## src/design/dpbp_div.sv

```systemverilog
// Pipelined restoring divider, one quotient bit per stage.
// Used by the back-projection top level; no package dependencies.
module dpbp_div #(
  parameter int unsigned NW = 8,
  parameter int unsigned DW = 8,
  parameter int unsigned SW = 1
) (
  input  logic          clk_i,
  input  logic          rst_ni,
  input  logic          en_i,
  input  logic          valid_i,
  input  logic [NW-1:0] dividend_i,
  input  logic [DW-1:0] divisor_i,
  input  logic [SW-1:0] side_i,
  output logic          valid_o,
  output logic [NW-1:0] quot_o,
  output logic [SW-1:0] side_o
);

  logic [DW-1:0] rem_q  [NW];
  logic [NW-1:0] num_q  [NW];
  logic [DW-1:0] dvs_q  [NW];
  logic [SW-1:0] side_q [NW];
  logic          vld_q  [NW];

  for (genvar k = 0; k < NW; k++) begin : g_stage
    logic [DW-1:0] rem_in;
    logic [NW-1:0] num_in;
    logic [DW-1:0] dvs_in;
    logic [SW-1:0] side_in;
    logic          vld_in;
    logic [DW:0]   trial;
    logic [DW:0]   diff;
    logic          take;

    if (k == 0) begin : g_first
      assign rem_in  = '0;
      assign num_in  = dividend_i;
      assign dvs_in  = divisor_i;
      assign side_in = side_i;
      assign vld_in  = valid_i;
    end else begin : g_next
      assign rem_in  = rem_q[k-1];
      assign num_in  = num_q[k-1];
      assign dvs_in  = dvs_q[k-1];
      assign side_in = side_q[k-1];
      assign vld_in  = vld_q[k-1];
    end

    // Bring down the next dividend bit and try the subtraction.
    assign trial = {rem_in, num_in[NW-1]};
    assign diff  = trial - {1'b0, dvs_in};
    assign take  = (trial >= {1'b0, dvs_in});

    always_ff @(posedge clk_i or negedge rst_ni) begin
      if (!rst_ni) begin
        vld_q[k] <= 1'b0;
      end else if (en_i) begin
        vld_q[k] <= vld_in;
      end
    end

    // The used dividend bits shift out as quotient bits shift in.
    always_ff @(posedge clk_i) begin
      if (en_i) begin
        rem_q[k]  <= take ? diff[DW-1:0] : trial[DW-1:0];
        num_q[k]  <= {num_in[NW-2:0], take};
        dvs_q[k]  <= dvs_in;
        side_q[k] <= side_in;
      end
    end
  end

  assign valid_o = vld_q[NW-1];
  assign quot_o  = num_q[NW-1];
  assign side_o  = side_q[NW-1];

endmodule

```

## config.mk

```make
export PLATFORM = sky130hd
export DESIGN_NAME = dpbp_div
export DESIGN_NICKNAME = d
export VERILOG_FILES = /design/src/design/dpbp_div.sv
export SDC_FILE = /design/constraint.sdc
export NUM_CORES = 1
export LEC_CHECK = 0
export BUFFER_PORTS_ARGS = -buffer_cell sky130_fd_sc_hd__buf_2
export CORE_ASPECT_RATIO = 0.75
export CORE_MARGIN = 10
export CORE_UTILIZATION = 56
export CTS_BUF_LIST = sky130_fd_sc_hd__clkbuf_4 sky130_fd_sc_hd__clkbuf_8 sky130_fd_sc_hd__clkbuf_16
export CTS_CLUSTER_SIZE = 12
export DETAILED_ROUTE_END_ITERATION = 16
export PLACE_DENSITY = 0.81
export SLEW_MARGIN = 20
export SYNTH_ARGS = -nofsm -noshare
export SYNTH_HDL_FRONTEND = slang
export SYNTH_SLANG_ARGS = --single-unit
export TNS_END_PERCENT = 50
```

## constraint.sdc

```tcl
create_clock -name clk_i -period 2.2 [get_ports clk_i]
set_input_delay 0.11 -clock clk_i [delete_from_list [all_inputs] [get_ports clk_i]]
set_output_delay 0.11 -clock clk_i [all_outputs]
set_load 0.02 [all_outputs]
```

Yosys cells after proc, flatten, opt, wreduce, memory -nomap -nowiden
Memories as Yosys holds them, arrays and structs flattened.
Cells that the tools add are included.
Widths: inputs -> output; s select.

operators by class
  $add $sub $neg = 8
  multiplexer cells = 10
  $lt $le $gt $ge = 8

operators by type and width
  operator     count
  $mux 8       8
  $ge 9x8->1   7
  $sub 8x8->8  7
  $ge 1x8->1   1
  $sub 1x8->8  1
  $mux 1       2

word-level totals
  bits in registers = 8
  word-level logic and storage cells = 38
  memories = 4
  output and inout bits = 10
  input bits = 21
  bits in writable memories = 200

memory list
  name    depth  width  rd ports  clocked after memory_dff  write ports  line  RTL
  dvs_q   8      8      7         0                         8            22    logic [DW-1:0] dvs_q [NW];
  num_q   8      8      8         0                         8            21    logic [NW-1:0] num_q [NW];
  rem_q   8      8      7         0                         8            20    logic [DW-1:0] rem_q [NW];
  side_q  8      1      8         0                         8            23    logic [SW-1:0] side_q [NW];

Longest topological paths before layout
Gate-level depths: netlist (run 1).
An unclocked memory read counts as a cell.

  depth in word-level cells = 3
  gate-level depth with buffers = 9
  gate-level depth less buffers = 8

Worst setup path after synthesis (run 1)
Ideal clock, no wire load.

  path kind = register to register
  from = mem rem_q[0][5]
  to = mem rem_q[1][2] (data pin)
  clock period less this slack = 2211 ps
  stages on the path, launching flop included = 7
  data required time = 1940 ps
  setup slack = -11 ps
  buffers on the path = 1
  library setup time = 260 ps
  arrival time = 1951 ps
  path through = edfxtp_1 ha_1 a21o_1 a2111oi_0 o21a_1 buf_4 mux2_2

RTL lines
  item         line
  from (decl)  20

==> results of run 1 <==
==> power by group through the flow <==
| stage | sequential, mW | clock [mW] | combinational, mW |
|---|---|---|---|
| final | 5.05 | 3.27 | 3.97 |
| after global routing | 5.10 | 3.48 | 4.31 |
| after CTS | 5.02 | 3.31 | 3.58 |
| after detailed placement | 5.08 | 0 | 3.36 |
| after global placement | 5.05 | 0 | 3.14 |
| after floorplan | 5.02 | 0 | 2.31 |
==> routing by layer <==
metal / vias to the layer above / GRT usage, % / part of all wire, %
li1: 2675 / - / -
met2: 133 / 30.65 / 54
met4: 0 / 5.822 / 2.1
met3: 41 / 4.477 / 4.0
met1: 2812 / 17.38 / 40
met5: - / 0 / 0
==> repair_timing <==
item                       in CTS  in global routing
setup endpoints to repair      38                 40
hold endpoints to repair       25                  0
buffers inserted               14                 16
pin swaps                      12                 19
hold buffers                   18                  0
resized for setup              35                 37
==> layout make-up <==
type                            instances  area, µm²  area share, %
Tap cell                              210      262.8          2.299
Sequential cell                       192       5725          50.10
Multi-Input combinational cell        347       3403          29.78
Timing Repair Buffer                  145       1104          9.656
Inverter                               82      307.8          2.693
Clock buffer                           19      440.4          3.854
Clock inverter                         13      185.2          1.620
==> worst max-delay path: stages (launching register included) <==
cell and delay, ns:
edfxtp_1 0.44, ha_4 0.20, fa_2 0.39, nor2b_4 0.15
o31a_1 0.21, nor4_2 0.06, a311o_1 0.28, mux2_2 0.26
==> placed cells by master, fill, tap and decap left out, types with 6 or more instances in the layout <==
cell           netlist  final
a211o_1              6      6
a21o_1              21     21
a21oi_1             20     17
buf_2                1     29
buf_4                3     92
clkbuf_16            0     17
dfrtp_1              8      8
dlygate4sd3_1        0     18
edfxtp_1           184    184
ha_1                58     39
ha_4                 0     18
inv_1               82     74
inv_2                0      8
mux2_2              41     36
mux2i_1             13     13
nand2_1             10     10
nand2b_1             9      9
nand3_1             11      6
nor2_1              21     19
nor3_1              15     14
o21a_1               9      8
o21ai_0             14     13
xnor2_1             18     18
==> logic make-up after synthesis <==
logic type / Yosys count / synth area share, %
AOI/OAI and AO/OA: 115 / 9.704
xor gates and xnor gates: 20 / 1.927
adders and majority gates: 64 / 9.305
buffers and inverters: 94 / 4.061
DFF: 192 / 62.99
muxes: 54 / 6.511
and+or+nand+nor: 94 / 5.506
==> worst min-delay path by stage <==
| stage | from | to | slack [ns] |
|---|---|---|---|
| floorplan | rst_ni | g_stage[1].vld_in$_DFFE_PN0P_ | -0.19 |
| CTS | rst_ni | valid_o$_DFFE_PN0P_ | 0.03 |
| global placement | rst_ni | valid_o$_DFFE_PN0P_ | -0.05 |
| finish | rst_ni | valid_o$_DFFE_PN0P_ | 0.04 |
| global route | rst_ni | valid_o$_DFFE_PN0P_ | 0.05 |
| detailed placement | rst_ni | valid_o$_DFFE_PN0P_ | -0.04 |
==> state kept, by name, summed over array words and instances, names as in the netlist <==
name and flops:
side_q 8, dvs_q 56, g_stage.vld_in 7, rem_q 56, num_q 64, valid_o 1
==> per-stage QoR <==
stage | hold slack [ns] | util, % | power [mW] | instances
floorplan | -0.1856 | - | 7.326 | 633
global route | 0.05150 | 71.58 | 12.90 | 1008
detailed placement | -0.04313 | 62.68 | 8.447 | 928
global placement | -0.04997 | 62.68 | 8.185 | 928
CTS | 0.02995 | 69.58 | 11.91 | 992
finish | 0.03594 | 71.58 | 12.28 | 1008
==> qor.yml, run 1 <==
stdcell_area_mm2: 0.01143
synth_top_area_cell: "edfxtp_1"
place_ws_ns: -0.1572
rows: 40
crit_required_ns: 2.40
rsz0062_at_grt: "yes"
initial_core_util_pct: 56.94
hp-class: "in2async"
syn_avg_cell_area_um2: 14.36
core_mm2: 0.01597
wire_per_inst_um: 17.52
drv_cap: 0
arrival_ns: 2.44
worst_slew_pin_slew_ns: 0.4720
clkLatencyLatePin_ns: 0.44
gr-total-overflow: 0
irDropWorstVdd_mv: 0.8131
drt_wl_total_um: 17660
clk_pin_slew_ns: 0.07
failed_checks: "negative setup slack"
start_kind: "flop"
numCtsBuffers: 17
p_seq_share_pct: 41.1
finalWorstSetupSlack_ns: -0.04914
grt_pass1_wl_um: 28840
finalCritPeriodShare_pct: 102.2
net-switching-power_mw: 3.507
max_freq_mhz: 444.6
tns_ns: -0.2095
die_w_um: 167.1
synth_common_cells: "edfxtp_1, inv_1, ha_1"
die_h_um: 130.3
yosysMostFrequentCell: "edfxtp_1"
p_comb_share_pct: 32.3
hold_viol: 0
ant_nets: 0
placed_area_mm2: 0.01001
gp_congestion: 0.8937
r2r_end: "rem_q[1][6]$_DFFE_PP_"
period_needed_ns: 2.249
final_nets: 870
finalSetupViolCount: 9
grt_max_degree: 57
slew_viol_final: 0
fin_skew_ns: 0.007908
r2r-start: "dvs_q[0][0]$_DFFE_PP_"
crit_fanout: 3
swShare_pct: 28.55
synthFlopType: "edfxtp_1"
synth_edf_count: 184
worst_setup_path_end_kind: "flop"
die_area_mm2: 0.02178
synth_seq_area_share_pct: 62.99
p_leak_nw: 4.626
io_buffers: 30
syn_inst: 633
relSlewSlack_pct: 68.20
synth_seq_cells: 192
grt_use_total_pct: 16.32
fillers: 975
cts-root-buf: "clkbuf_16"
synthesis.nets: 718
num_io_pins: 31
diodes: 0
netlist_area_mm2: 0.009090
async_reset_ff_share_pct: 4.167
place_hpwl_um: 11400
crit_type: "reg2reg"
drt_iter0_markers: 328
num_vias: 5661
clk_path_buf_depth: 2
vias_per_cell: 5.616
synthDominantCellAreaShare_pct: 60.78
reg2reg_depth: 7
clkSinkCount: 192
drcViolationCount: 0
drive_above_1_share_pct: 33.08
h-tree-depth: 4
cts_tree: "done"
internal-power_mw: 8.777
antenna_found_initial: 0
crit_path_start: "dvs_q[0][0]$_DFFE_PP_"
synth.distinct_cells: 50
endpoint: "rem_q[1][6]$_DFFE_PP_"
synth_area_leaders: "edfxtp_1, ha_1, mux2_2, inv_1, dfrtp_1"
grt_pass1_vias: 6026
powerDensity_mw_per_mm2: 1075
r2r_slack_ns: -0.05
area_delta_synth_final_pct: 25.73
yosys_warnings: 0
power_frac_clock_pct: 26.6
dr.pass1.iters: 6
status: "finished, violations left"
Note: power is estimated with default switching activity, not from simulation.
==> run 2, diff against run 1 <==
--- a/config.mk
+++ b/config.mk
@@ -12,7 +12,7 @@
 export CTS_BUF_LIST = sky130_fd_sc_hd__clkbuf_4 sky130_fd_sc_hd__clkbuf_8 sky130_fd_sc_hd__clkbuf_16
 export CTS_CLUSTER_SIZE = 12
 export DETAILED_ROUTE_END_ITERATION = 16
-export PLACE_DENSITY = 0.81
+export PLACE_DENSITY = 0.87
 export SLEW_MARGIN = 20
 export SYNTH_ARGS = -nofsm -noshare
 export SYNTH_HDL_FRONTEND = slang
==> run 2 against run 1 <==
Register-to-register slack got worse by 0.03 ns. Highest routed layer unchanged. Die area did not move. Critical path type unchanged. The run still ends with negative setup slack left. Sequential power barely moved. Sequential share of layout area rose by 0.58 points. Maximum frequency fell by 1.3%. Setup slack got worse by 0.031 ns.
==> qor.yml, run 2 (synthesis gave the netlist of run 1 again) <==
fillers: 973  # was 975
die_w_um: 167.1  # unchanged
die_h_um: 130.3  # unchanged
area_delta_synth_final_pct: 24.29  # was 25.73%
final_common_cell: "edfxtp_1"  # unchanged
gp_congestion: 0.9153  # was 0.8937
final_cell_mix: "edfxtp_1, buf_4, inv_1"  # unchanged
arrival_ns: 2.46  # was 2.44 ns
crit_fanout: 4  # was 3
tns_ns: -0.6128  # was -0.2095 ns
diodes: 0  # unchanged
final_nets: 861  # was 870
max_freq_mhz: 438.6  # was 444.6 MHz
die_area_mm2: 0.02178  # unchanged
dr.pass1.iters: 5  # was 6
crit_required_ns: 2.38  # was 2.40 ns
fin_skew_ns: 0.008097  # was 0.007908 ns
drive_above_1_share_pct: 31.85  # was 33.08%
ant_nets: 0  # unchanged
gr-total-overflow: 0  # unchanged
finalSetupViolCount: 15  # was 9
grt_pass1_wl_um: 27030  # was 28,840 µm
clkLatencyLatePin_ns: 0.43  # was 0.44 ns
numCtsBuffers: 17  # unchanged
clk_path_buf_depth: 2  # unchanged
num_io_pins: 31  # unchanged
drt_wl_total_um: 16960  # was 17,660 µm
largest_reg_flops: 64  # unchanged
grt_pass1_vias: 5802  # was 6,026
drt_iter0_markers: 302  # was 328
cts-root-buf: "clkbuf_16"  # unchanged
cts_tree: "done"  # unchanged
period_needed_ns: 2.280  # was 2.249 ns
layoutNonFillerInstCount: 998  # was 1,008
placedCellCount: 927  # was 928
drv_cap: 0  # unchanged
drcViolationCount: 0  # unchanged
ff_latch_area_mm2: 0.005725  # unchanged
io_buffers: 30  # unchanged
finalCoreUtilization_pct: 70.77  # was 71.58%
grt_max_degree: 71  # was 57
clkSinkCount: 192  # unchanged
relSlewSlack_pct: 63.35  # was 68.20%
worst_slew_pin_slew_ns: 0.5440  # was 0.4720 ns
multi_input_area_mm2: 0.003377  # was 0.003403 mm²
wire_per_inst_um: 16.99  # was 17.52 µm
p_leak_nw: 4.573  # was 4.626 nW
rsz0062_at_grt: "yes"  # unchanged
failed_checks: "negative setup slack"  # unchanged
finalCritPeriodShare_pct: 103.6  # was 102.2%
start_kind: "flop"  # unchanged
antenna_found_initial: 0  # unchanged
finalWorstSetupSlack_ns: -0.07981  # was -0.04914 ns
vias_per_cell: 5.560  # was 5.616
hold_viol: 0  # unchanged
grt_use_total_pct: 15.17  # was 16.32%
initial_core_util_pct: 56.94  # unchanged
num_vias: 5549  # was 5,661
worst_setup_path_end_kind: "flop"  # unchanged
h-tree-depth: 4  # unchanged
irDropWorstVdd_mv: 0.6895  # was 0.8131 mV
place_hpwl_um: 11280  # was 11,400 µm
regMostFlops: "num_q"  # unchanged
slew_viol_final: 0  # unchanged
status: "finished, violations left"  # unchanged
reg_top3: "num_q x64, dvs_q x56, rem_q x56"  # unchanged
hp-class: "in2async"  # unchanged
rows: 40  # unchanged
core_mm2: 0.01597  # unchanged
crit_type: "reg2reg"  # unchanged
powerDensity_mw_per_mm2: 1061  # was 1075 mW/mm²
clk_pin_slew_ns: 0.07  # about the same
run 2: cell types whose count changed in the layout (fill, tap and decap cells not counted), sizes merged:
| cell | previous run | this run |
|---|---|---|
| bufinv | 4 | 3 |
| clkbuf | 20 | 19 |
| buf | 126 | 118 |
| inv | 84 | 82 |
| clkinvlp | 1 | 3 |
run 2: critical path, cell delays in order (launching register included):
cell and delay (ns):
edfxtp_1 0.44, ha_4 0.20, buf_6 0.10, nand2b_4 0.15, a211oi_4 0.35, nor2_2 0.09, o21a_1 0.24, buf_6 0.15
mux2_4 0.30
run 2: power breakdown:
group | switching [mW] | leakage (nW) | internal [mW] | total, mW
Clock | 1.26 | 0.281 | 1.79 | 3.06
Sequential | 0.270 | 1.88 | 4.76 | 5.03
Combinational | 1.87 | 2.41 | 2.04 | 3.90
run 2: per-stage QoR:
| step | setup WS (ns) | hold slack, ns | power, mW | cell area, µm² |
|---|---|---|---|---|
| after floorplan | -0.004718 | -0.1856 | 7.326 | 9119 |
| after global placement | -0.03742 | -0.04911 | 8.229 | 9997 |
| after detailed placement | -0.09491 | -0.04115 | 8.462 | 9997 |
| after CTS | -0.04131 | 0.03841 | 11.67 | 10910 |
| after global routing | -0.1263 | 0.06390 | 12.59 | 11300 |
| final | -0.07981 | 0.05017 | 11.99 | 11300 |
run 2: repair_timing:
item                                    4_1_cts  5_1_grt
pin swaps                                     7       24
endpoints found under the setup margin       37       41
hold endpoints to repair                     25        0
gates resized for setup                      23       51
setup buffers                                 4       18
hold buffers                                 18        0
run 2: worst paths after layout:
check | depth (start not counted) | slack (ns) | startpoint | to
max | 8 | -0.08 | dvs_q[0][0]$_DFFE_PP_ | rem_q[1][4]$_DFFE_PP_
min | 2 | 0.05 | rst_ni | g_stage[6].vld_in$_DFFE_PN0P_
max reg2reg | 8 | -0.08 | dvs_q[0][0]$_DFFE_PP_ | rem_q[1][4]$_DFFE_PP_
min reg2reg | 0 | 0.41 | num_q[0][28]$_DFFE_PP_ | num_q[1][5]$_DFFE_PP_
max in group asynchronous | 2 | 1.99 | rst_ni | g_stage[7].vld_in$_DFFE_PN0P_
min in group clk_i | 3 | 0.05 | dividend_i[7] | rem_q[0][0]$_DFFE_PP_
run 2: cell type report:
type,instances,share of cell area (%)
clock inverters,12,1.274
inverters,82,2.724
clock buffers,19,3.898
multi-input cells,347,29.89
repair buffers,136,9.214
flip-flops and latches,192,50.68
well taps,210,2.326
run 2: per-layer routing:
metal	track usage, %	wire length, µm	vias to the layer above
met5	0	0	-
met4	6.028	456	0
met3	4.117	614	42
met2	28.14	9140	119
met1	16.24	6743	2732
li1	-	-	2656
