--- src/design/dpbp_sqrt.sv ---
// Pipelined integer square root, one root bit per stage (two radicand bits).
// Used by the back-projection top level; no package dependencies.
module dpbp_sqrt #(
  parameter int unsigned KW = 16,
  parameter int unsigned SW = 1
) (
  input  logic            clk_i,
  input  logic            rst_ni,
  input  logic            en_i,
  input  logic            valid_i,
  input  logic [KW-1:0]   rad_i,
  input  logic [SW-1:0]   side_i,
  output logic            valid_o,
  output logic [KW/2-1:0] root_o,
  output logic [SW-1:0]   side_o
);

  localparam int unsigned HW = KW / 2;

  logic [HW+1:0] rem_q  [HW];
  logic [HW-1:0] root_q [HW];
  logic [KW-1:0] rad_q  [HW];
  logic [SW-1:0] side_q [HW];
  logic          vld_q  [HW];

  for (genvar k = 0; k < HW; k++) begin : g_stage
    logic [HW+1:0] rem_in;
    logic [HW-1:0] root_in;
    logic [KW-1:0] rad_in;
    logic [SW-1:0] side_in;
    logic          vld_in;
    logic [HW+3:0] shifted;
    logic [HW+3:0] trial;
    logic [HW+3:0] diff;
    logic          take;

    if (k == 0) begin : g_first
      assign rem_in  = '0;
      assign root_in = '0;
      assign rad_in  = rad_i;
      assign side_in = side_i;
      assign vld_in  = valid_i;
    end else begin : g_next
      assign rem_in  = rem_q[k-1];
      assign root_in = root_q[k-1];
      assign rad_in  = rad_q[k-1];
      assign side_in = side_q[k-1];
      assign vld_in  = vld_q[k-1];
    end

    // Bring down two radicand bits and test the next root bit.
    assign shifted = {rem_in, rad_in[KW-1:KW-2]};
    assign trial   = {2'b00, root_in, 2'b01};
    assign diff    = shifted - trial;
    assign take    = (shifted >= trial);

    always_ff @(posedge clk_i or negedge rst_ni) begin
      if (!rst_ni) begin
        vld_q[k] <= 1'b0;
      end else if (en_i) begin
        vld_q[k] <= vld_in;
      end
    end

    always_ff @(posedge clk_i) begin
      if (en_i) begin
        rem_q[k]  <= take ? diff[HW+1:0] : shifted[HW+1:0];
        root_q[k] <= {root_in[HW-2:0], take};
        rad_q[k]  <= {rad_in[KW-3:0], 2'b00};
        side_q[k] <= side_in;
      end
    end
  end

  assign valid_o = vld_q[HW-1];
  assign root_o  = root_q[HW-1];
  assign side_o  = side_q[HW-1];

endmodule
--- config.mk ---
export PLATFORM = sky130hd
export DESIGN_NAME = dpbp_sqrt
export DESIGN_NICKNAME = d
export VERILOG_FILES = /design/src/design/dpbp_sqrt.sv
export SDC_FILE = /design/constraint.sdc
export NUM_CORES = 1
export LEC_CHECK = 0
export ABC_AREA = 1
export BUFFER_PORTS_ARGS = -buffer_cell sky130_fd_sc_hd__buf_2
export CAP_MARGIN = 5
export CORE_ASPECT_RATIO = 1.75
export CORE_MARGIN = 5
export CORE_UTILIZATION = 58
export DETAILED_ROUTE_END_ITERATION = 8
export HOLD_SLACK_MARGIN = 0.08
export PLACE_DENSITY = 0.74
export SYNTH_ARGS = -nofsm -noshare
export SYNTH_HDL_FRONTEND = slang
export SYNTH_SLANG_ARGS = --single-unit
--- constraint.sdc ---
create_clock -name clk_i -period 2.4 [get_ports clk_i]
set_input_delay 0 -clock clk_i [delete_from_list [all_inputs] [get_ports clk_i]]
set_output_delay 0 -clock clk_i [all_outputs]
set_load 0.02 [all_outputs]
-- Word level (Yosys, flattened, before mapping)
Memories as Yosys holds them, arrays and structs flattened.
Index checks and enable logic that the tools add are counted.
- register bits: 8
- memory bits (writable): 264
- input port bits: 21
- memories kept: 4
- memories (name ; words ; bits a word ; read ports ; clocked after Yosys merged registers in ; wr ports ; RTL line ; RTL):
    rad_q ; 8 ; 14 ; 7 ; 0 ; 8 ; 22 ; logic [KW-1:0] rad_q [HW];
    rem_q ; 8 ; 10 ; 7 ; 0 ; 8 ; 20 ; logic [HW+1:0] rem_q [HW];
    root_q ; 8 ; 8 ; 8 ; 0 ; 8 ; 21 ; logic [HW-1:0] root_q [HW];
    side_q ; 8 ; 1 ; 8 ; 0 ; 8 ; 23 ; logic [SW-1:0] side_q [HW];
- add/subtract/negate cells: 8
- order comparisons: 8
- muxes and demuxes: 10
- operator list (operator ; count):
    12-bit by 10-bit greater-or-equal comparator with 1-bit output ; 7
    10-bit 2-to-1 mux ; 8
    10-bit subtractor ; 7
    2-bit by 1-bit subtractor with 3-bit output (second input constant) ; 1
    2-bit by 1-bit greater-or-equal comparator with 1-bit output (second input constant) ; 1
    1-bit 2-to-1 mux ; 2

-- Logic depth before layout (Yosys ltp)
Gate-level depths: netlist (run 1).
An unclocked memory read counts as a cell.
- depth in word-level cells: 3
- depth in mapped cells: 12
- depth with buffers taken out: 11

-- Worst setup path before layout (run 1)
No wires, ideal clock.
- path type: reg2reg
- start point: memory rem_q[2][1] (netlist name)
- end point: memory rem_q[3][3] (netlist name), data pin
- data arrival time: 1.483 ns
- setup slack: 0.660 ns
- cell stages (with the launch flop): 9
- path buffers: 1
- clock period less this slack: 1.740 ns
- path through: edfxtp_1 ha_1 a21oi_1 o21ai_2 nand2_2 nand2_4 nor2_8 buf_12 o21ai_2
- RTL lines (item ; RTL line):
    start, declared ; 20

==> results.py, run 1 <==
metrics = {
    "sta": {
        "hold_violations": 0,
        "hold_slack_ns": 0.0629,
        "rsz0062_at_grt": "false",
        "fin_crit_sh_pct": 83.9,
        "slew_headroom_pct": 57.3,
        "fmax_mhz": 497,
        "worstMarginPinSlew_ns": 0.640,
        "drv_slew": 0,
        "finalCriticalPeriod_ns": 2.01,
        "fin_setup_tns_ns": 0,
        "setup_viol": 0,
        "fin_worst_skew_ns": 0.0122,
    },
    "pwr": {
        "fin_total_pwr_mw": 7.63,
        "power_density_nw_per_um2": 813,
        "ir_drop_uv": 560,
        "leakage_nw": 4.00,
    },
    "yosys": {
        "synth_edf_count": 163,
        "synthesis.nets": 805,
        "yosys-top-cells-count": "nand2_1 (176), edfxtp_1 (163), inv_1 (101)",
        "yosysMostFrequentCell": "nand2_1",
        "synth_top_area_share_pct": 59.9,
        "ys.flop_type": "edfxtp_1",
        "synth_seq_cells": 171,
        "synthDistinctLibCells": 35,
        "yosysSeqAreaShare_pct": 62.3,
        "netlist.top_cell.by_area": "edfxtp_1",
        "synth.area.top_cells": "edfxtp_1 (60%), nand2_1 (8.1%), ha_1 (6.4%), inv_1 (4.6%), nand3_1 (2.6%)",
        "syn_area_per_cell_sq_um": 11.0,
        "syn-instance-count": 742,
        "yosys_warnings": 0,
        "syn-cell-area_sq_um": 8180,
        "async_reset_ff_share_pct": 4.68,
    },
    "grt": {
        "grt_max_degree": 66,
        "first_global_vias": 5645,
        "grt_pass1_wl_um": 26800,
        "busiest_layer": "met2",
        "use_met3_pct": 3.31,
        "antenna_found_initial": 0,
        "gr-total-overflow": 0,
        "grt_usage_pct": 21.0,
        "use_met1_pct": 18.5,
        "grt_use_met2_pct": 42.1,
    },
    "setup_path": {
        "cp_num_buf_inv": 1,
        "cp-start-kind": "flop",
        "cp-end-kind": "flop",
        "cp_top_family": "simple AND/OR/NAND/NOR gates",
        "critical_path_class": "flop to flop",
        "max_stage_delay_ns": 0.41,
        "cp_cell_sequence": "inv_1 -> ha_1 -> a21oi_1 -> o21ai_2 -> nand2_2 -> nand2_4 -> nor2_8 -> o21ai_2",
        "required_ns": 2.56,
        "crit_fanout": 15,
        "cp_slowest_cell": "edfxtp_1",
        "cp_common_cell": "o21ai_2",
        "crit_arrival_ns": 2.17,
    },
    "drt": {
        "wl_um": 16700,
        "dr.pass1.iters": 7,
        "viasPerCell": 5.37,
        "num_vias": 5382,
        "ant_nets": 0,
        "drc": 0,
        "wire_per_inst_um": 16.6,
        "initialDrtViolationCount": 273,
    },
    "outcome": {
        "outcome": "complete, no violations",
    },
    "clock_network": {
        "cts_buffers": 17,
        "cts_max_level": 4,
        "clkLatencyLatePin_ns": 0.42,
        "cts_max_path_buffers": 2,
        "cts_root_buf": "clkbuf_16",
        "clk_pin_slew_ns": 0.07,
        "cts_sinks": 171,
        "cts_resized": 0,
        "cts_tree": "yes",
    },
    "floorplanning": {
        "start_util_pct": 59.1,
        "die_x_um": 99.8,
        "design.core.area_sq_um": 13800,
        "pin_count": 31,
        "fp.dieArea_sq_um": 16700,
        "fp.dieH_um": 167,
        "num_rows": 57,
    },
    "job": {
        "maxCapViolations": 0,
    },
    "cells_and_area": {
        "antenna_cells": 0,
        "drive_above_1_share_pct": 14.8,
        "fin_nets": 875,
        "area_growth_syn_to_layout_pct": 14.8,
    },
    "placed_design": {
        "hpwlAfterDp_um": 12400,
        "portBuffers": 30,
        "place.gp.congestion": 0.903,
    },
    "hold_path": {
        "hp-class": "input port to flop",
    },
}
## cell usage in the layout, fill, tap and decap left out, drive strengths merged, types with 5 or more instances in the layout
master and count:
nand3b 5, dfrtp 8, buf 34, inv 116
xor2 11, nor2 61, dlygate4sd3 21, clkinv 5
ha 42, o21ai 44, nor3 5, a21oi 39
nand3 46, edfxtp 163, xnor2 9, nand4 8
clkbuf 17, nand2 183
## power breakdown
group | switching [mW] | internal, mW
Sequential | 0.154 | 3.62
Clock | 1.30 | 1.41
Combinational | 0.723 | 0.427
## worst paths after layout
path	from	endpoint	slack, ns	cells past startpoint
worst max-delay path	root_q[0][17]	rem_q[3][2]	0.39	8
worst min-delay path	en_i	rad_q[0][13]	0.06	1
worst max register to register	root_q[0][17]	rem_q[3][2]	0.39	8
worst min register to register	rad_q[2][10]	rad_q[2][26]	0.42	0
max in group asynchronous	rst_ni	g_stage[7].vld_in	1.57	3
min in group asynchronous	rst_ni	valid_o	0.56	3
## layout make-up
| class | instances | area (sq um) |
|---|---|---|
| Fill cell | 1028 | 4450 |
| Timing Repair Buffer | 55 | 434 |
| Clock inverter | 15 | 173 |
| Sequential cell | 171 | 5090 |
| Inverter | 108 | 410 |
| Tap cell | 177 | 221 |
| Multi-Input combinational cell | 459 | 2630 |
| Clock buffer | 17 | 425 |
## metrics by stage
step	utilization (%)	setup WS (ns)	std cells	area (sq um)
5_1_grt	67.8	0.211	1002	9380
3_5_place_dp	62.0	0.387	949	8580
6_report	67.8	0.388	1002	9380
2_1_floorplan	-	0.660	742	8180
4_1_cts	67.8	0.370	1002	9380
3_3_place_gp	62.0	0.404	949	8580
## sequential cells by signal, indices dropped and copies added (netlist names)
register        count
rem_q              63
rad_q              56
root_q             36
side_q              8
g_stage.vld_in      7
valid_o             1
## routing by layer
layer  vias to the layer above  wire length [um]
li1                       2644                 -
met2                       140             10100
met4                         0               890
met1                      2537              5290
met5                         -                 0
met3                        61               378
## timing repair
item	4_1_cts	5_1_grt
setup buffers	0	0
hold buffers	21	0
hold endpoints to repair	27	0
## worst reg2reg max path: stages, from the launching register on
cell      delay, ns
edfxtp_1       0.41
inv_1          0.06
ha_1           0.36
a21oi_1        0.21
o21ai_2        0.13
nand2_2        0.11
nand2_4        0.07
nor2_8         0.29
o21ai_2        0.12
## cell families (layout without fill, tap and decap cells)
family | count (synthesis) | after routing | share of synthesized area (%)
other | 1 | 1 | 0.0459
DFF | 171 | 171 | 62.3
and+or+nand+nor | 311 | 311 | 17.0
buffers and inverters | 112 | 195 | 5.59
adders and majority gates | 42 | 42 | 6.43
xor gates and xnor gates | 20 | 20 | 2.14
AOI/OAI and AO/OA | 85 | 85 | 6.50
No activity file was read; power rests on OpenSTA's default activity.
==> run 2, diff against run 1 <==
- clock period: 2.4 -> 1.9 ns (I/O delays scaled with it)
==> results.py, run 2 (synthesized netlist as in run 1, its figures left out) <==
metrics = {
    "hold_path": {
        "min_delay_path_depth": 2,
        "hp-class": "input port to flop",
        "min_from": "rad_i[13]",
        "hold-path-endpoint": "rad_q[0][13]",
    },
    "placed_design": {
        "placed_area_sq_um": 8840,
        "dpl_worst_slack_ns": -0.0366,
        "hpwlAfterDp_um": 12800,
        "place.gp.congestion": 0.891,
        "portBuffers": 30,
        "place_inst": 984,
    },
    "floorplanning": {
        "fp.dieArea_sq_um": 16700,
        "die_x_um": 99.8,
        "design.core.area_sq_um": 13800,
        "num_rows": 57,
        "pin_count": 31,
        "start_util_pct": 59.1,
        "fp.dieH_um": 167,
    },
    "setup_path": {
        "cp-end-kind": "flop",
        "critical_path_class": "flop to flop",
        "cp-start-kind": "flop",
        "max_stage_delay_ns": 0.48,
        "reg2reg_to": "rem_q[1][2]",
        "worst-r2r-setup-slack_ns": -0.01,
        "r2r_start": "rem_q[0][0]",
        "cp_slowest_cell": "edfxtp_1",
        "crit_arrival_ns": 2.07,
        "crit_start": "rem_q[0][0]",
        "cp_common_cell": "nor2_1",
        "cp_num_buf_inv": 2,
        "reg2regPathDepth": 9,
        "cp_cell_sequence": "ha_4 -> inv_1 -> nor2_1 -> nor2_1 -> ha_1 -> nand2_2 -> inv_2 -> nand2_1 -> o21ai_0",
        "required_ns": 2.06,
        "cp_top_family": "adder cells",
        "crit_fanout": 7,
    },
    "cells_and_area": {
        "area_growth_syn_to_layout_pct": 23.4,
        "fin_nets": 924,
        "n_fill_cell": 952,
        "antenna_cells": 0,
        "fin_cells": 1050,
        "largest_reg_flops": 63,
        "drive_above_1_share_pct": 23.9,
        "mostFrequentLayoutCell": "nand2_1",
        "mostFrequentLayoutCells": "nand2_1 (167), edfxtp_1 (163), inv_1 (97), nor2_1 (53), buf_4 (46)",
        "largest_register": "rem_q",
        "reg_top3": "rem_q: 63 flops, rad_q: 56 flops, root_q: 36 flops",
        "stdcell_area_sq_um": 10100,
    },
    "sta": {
        "fin_setup_tns_ns": -0.0137,
        "worst_slack_ns": -0.0134,
        "hold_violations": 0,
        "fin_worst_skew_ns": 0.00941,
        "fmax_mhz": 523,
        "fin_crit_sh_pct": 101,
        "rsz0062_at_grt": "true",
        "finalCriticalPeriod_ns": 1.91,
        "setup_viol": 2,
        "drv_slew": 0,
    },
    "grt": {
        "antenna_found_initial": 0,
        "gr-total-overflow": 0,
        "grt_max_degree": 48,
        "grt_usage_pct": 22.2,
        "grt_pass1_wl_um": 28300,
        "first_global_vias": 5757,
    },
    "clock_network": {
        "cts_tree": "yes",
        "cts_buffers": 17,
        "clkLatencyLatePin_ns": 0.42,
        "cts_sinks": 171,
        "cts_root_buf": "clkbuf_16",
        "cts_max_level": 4,
        "cts_max_path_buffers": 2,
        "clk_pin_slew_ns": 0.07,
    },
    "drt": {
        "num_vias": 5634,
        "dr.pass1.iters": 5,
        "viasPerCell": 5.37,
        "wire_per_inst_um": 17.5,
        "initialDrtViolationCount": 313,
        "ant_nets": 0,
        "wl_um": 18400,
        "drc": 0,
    },
    "pwr": {
        "leakage_nw": 4.26,
        "fin_total_pwr_mw": 10.2,
        "ir_drop_uv": 729,
        "power_density_nw_per_um2": 1010,
    },
    "outcome": {
        "violations": "negative setup slack",
        "outcome": "finished, violations left",
    },
    "job": {
        "maxCapViolations": 0,
    },
}
[run 2: changes by cell type in the layout (fill, tap and decap cells not counted), moves of 4 or more]
cell	previous run	this run
a21oi_2	13	18
nand2_2	6	13
ha_1	42	25
inv_1	101	97
a21oi_1	26	19
buf_4	1	46
ha_2	0	4
nand2_1	176	167
ha_4	0	13
[run 2: layout make-up]
cell class,instances,area (sq um),area share (%)
Clock buffer,17,425,4.22
Clock inverter,14,185,1.84
Inverter,108,433,4.29
Multi-Input combinational cell,460,2920,29.0
Sequential cell,171,5090,50.5
Tap cell,177,221,2.20
Timing Repair Buffer,102,793,7.87
Timing Repair inverter,1,8.76,0.0868
[run 2: worst register-to-register path, cell delays in order, from the launching register on]
cell	delay [ns]
edfxtp_1	0.48
ha_4	0.34
inv_1	0.05
nor2_1	0.10
nor2_1	0.08
ha_1	0.19
nand2_2	0.14
inv_2	0.09
nand2_1	0.09
o21ai_0	0.10
[run 2: how the worst max path moves through the flow]
stage               cells after the start           to  slack (ns)
floorplan                               8  rem_q[3][3]        0.16
global placement                        7  rem_q[4][1]       -0.03
finish                                  9  rem_q[1][2]       -0.01
global route                            9  rem_q[1][2]       -0.09
detailed placement                      7  rem_q[3][1]       -0.04
CTS                                     9  rem_q[1][8]      0.0005
[run 2: report_power, final]
part	switching, mW	internal [mW]	total, mW
Sequential	0.218	4.58	4.80
Combinational	1.04	0.750	1.79
Clock	1.50	2.09	3.59
Total	2.76	7.42	10.2
[run 2: per-stage QoR]
step	util [%]	hold slack (ns)
after floorplan	-	-0.296
after global placement	63.9	-0.152
after detailed placement	63.9	-0.144
after CTS	70.3	0.272
after global routing	72.9	0.290
final	72.9	0.289
[run 2: layer usage]
| metal | vias up | wire length, um | global-route usage [%] |
|---|---|---|---|
| met5 | - | 0 | 0 |
| met4 | 0 | 820 | 9.33 |
| met3 | 57 | 456 | 3.26 |
| met2 | 141 | 11100 | 44.4 |
| met1 | 2697 | 6040 | 21.5 |
| li1 | 2739 | - | - |
[run 2: what timing repair did]
| item | 4_1_cts | 5_1_grt |
|---|---|---|
| gates cloned | 0 | 2 |
| setup endpoints to repair | 12 | 42 |
| endpoints found under the hold margin | 69 | 0 |
| pin swaps | 2 | 11 |
| resized for setup | 6 | 55 |
| hold buffers | 22 | 0 |
| setup buffers | 1 | 10 |
==> run 3, diff against run 2 <==
- CORE_MARGIN: 5 -> unset
- MAX_ROUTING_LAYER: unset -> met4
==> results.py, run 3 (synthesized netlist as in run 1, its figures left out) <==
metrics = {
    "cells_and_area": {
        "largest_reg_flops": 63,
        "antenna_cells": 0,
        "final_util_pct": 71.1,
        "n_fill_cell": 969,
        "mostFrequentLayoutCell": "nand2_1",
        "mostFrequentLayoutCells": "nand2_1 (171), edfxtp_1 (163), inv_1 (99), nor2_1 (53), nand3_1 (42)",
        "largest_register": "rem_q",
        "reg_top3": "rem_q: 63 flops, rad_q: 56 flops, root_q: 36 flops",
        "area_growth_syn_to_layout_pct": 20.3,
        "fin_cells": 1041,
        "drive_above_1_share_pct": 20.8,
        "fin_nets": 914,
    },
    "sta": {
        "fin_setup_tns_ns": 0,
        "finalCriticalPeriod_ns": 1.83,
        "worst_slack_ns": 0.0698,
        "fmax_mhz": 546,
        "fin_worst_skew_ns": 0.0115,
        "hold_violations": 0,
        "setup_viol": 0,
        "fin_crit_sh_pct": 96.3,
        "drv_slew": 0,
    },
    "clock_network": {
        "cts_max_level": 4,
        "clkLatencyLatePin_ns": 0.43,
        "cts_buffers": 17,
        "cts_tree": "yes",
        "cts_root_buf": "clkbuf_16",
        "clk_pin_slew_ns": 0.07,
        "cts_sinks": 171,
        "cts_max_path_buffers": 2,
    },
    "setup_path": {
        "crit_fanout": 7,
        "cp-end-kind": "flop",
        "critical_path_class": "flop to flop",
        "crit_arrival_ns": 2.01,
        "cp-start-kind": "flop",
        "required_ns": 2.08,
    },
    "floorplanning": {
        "die_x_um": 91.8,
        "fp.dieH_um": 159,
        "pin_count": 31,
        "start_util_pct": 59.1,
        "design.core.area_sq_um": 13800,
        "num_rows": 57,
        "fp.dieArea_sq_um": 14600,
    },
    "drt": {
        "initialDrtViolationCount": 393,
        "wire_per_inst_um": 15.8,
        "viasPerCell": 5.30,
        "num_vias": 5513,
        "ant_nets": 0,
        "wl_um": 16400,
        "drc": 0,
        "dr.pass1.iters": 4,
    },
    "grt": {
        "grt_max_degree": 51,
        "first_global_vias": 5708,
        "grt_usage_pct": 24.6,
        "antenna_found_initial": 0,
        "gr-total-overflow": 0,
        "grt_pass1_wl_um": 26200,
    },
    "pwr": {
        "power_density_nw_per_um2": 1000,
        "ir_drop_uv": 644,
        "fin_total_pwr_mw": 9.85,
        "leakage_nw": 4.17,
    },
    "outcome": {
        "outcome": "complete, no violations",
    },
    "job": {
        "maxCapViolations": 0,
    },
    "placed_design": {
        "place_inst": 981,
        "hpwlAfterDp_um": 12100,
        "dpl_worst_slack_ns": -0.0373,
        "place.gp.congestion": 0.988,
        "portBuffers": 30,
    },
    "hold_path": {
        "hp-class": "input port to flop",
    },
}
-- run 3: repair_timing --
item / CTS / global route
setup endpoints to repair: 18 / 48
cloned: 0 / 0
pin swaps: 1 / 4
buffers inserted: 3 / 3
resized for setup: 3 / 29
endpoints found under the hold margin: 66 / 0
hold buffers: 22 / 0
-- run 3: final cells by class --
class	count	area (sq um)	area share, %
Timing Repair Buffer	94	729	7.42
Inverter	108	418	4.25
Multi-Input combinational cell	459	2790	28.3
Sequential cell	171	5090	51.8
Tap cell	177	221	2.25
Clock inverter	14	158	1.60
Clock buffer	18	429	4.36
-- run 3: power breakdown --
| group | internal, mW | total [mW] | switching [mW] |
|---|---|---|---|
| combinational | 0.685 | 1.65 | 0.968 |
| clock | 1.86 | 3.42 | 1.56 |
| sequential | 4.58 | 4.77 | 0.198 |
| total | 7.12 | 9.85 | 2.72 |
-- run 3: worst paths after layout --
check                            startpoint           endpoint  slack, ns  depth (start not counted)
worst max-delay path            rem_q[2][2]        rem_q[3][4]       0.07                          9
max in group asynchronous            rst_ni  g_stage[2].vld_in       1.07                          3
min in group asynchronous            rst_ni  g_stage[1].vld_in       0.55                          3
worst min-delay path                 side_i       side_q[0][0]       0.28                          2
worst min register to register  rad_q[1][6]       rad_q[1][22]       0.42                          0
worst max register to register  rem_q[2][2]        rem_q[3][4]       0.07                          9
-- run 3: per-stage QoR --
step | hold slack [ns] | area, sq um
2_1_floorplan | -0.296 | 8180
3_3_place_gp | -0.155 | 8790
3_5_place_dp | -0.150 | 8790
4_1_cts | 0.256 | 9660
5_1_grt | 0.265 | 9840
6_report | 0.276 | 9840
-- run 3: layer usage --
layer / vias to the layer above / GRT usage (%) / wire, um / part of all wire, %
met4: 0 / 13.0 / 702 / 4.3
met1: 2627 / 21.2 / 5600 / 34
met3: 49 / 4.49 / 384 / 2.3
li1: 2724 / - / - / -
met5: - / - / 0 / 0
met2: 113 / 48.2 / 9760 / 59
-- run 3: worst max-delay path: stages (launching register included) --
cell	delay [ns]
edfxtp_1	0.44
ha_4	0.33
nand2_1	0.09
nor2_2	0.13
nand4_1	0.12
nand2_2	0.15
nor2_8	0.07
buf_12	0.13
nand2_1	0.07
o21ai_2	0.06
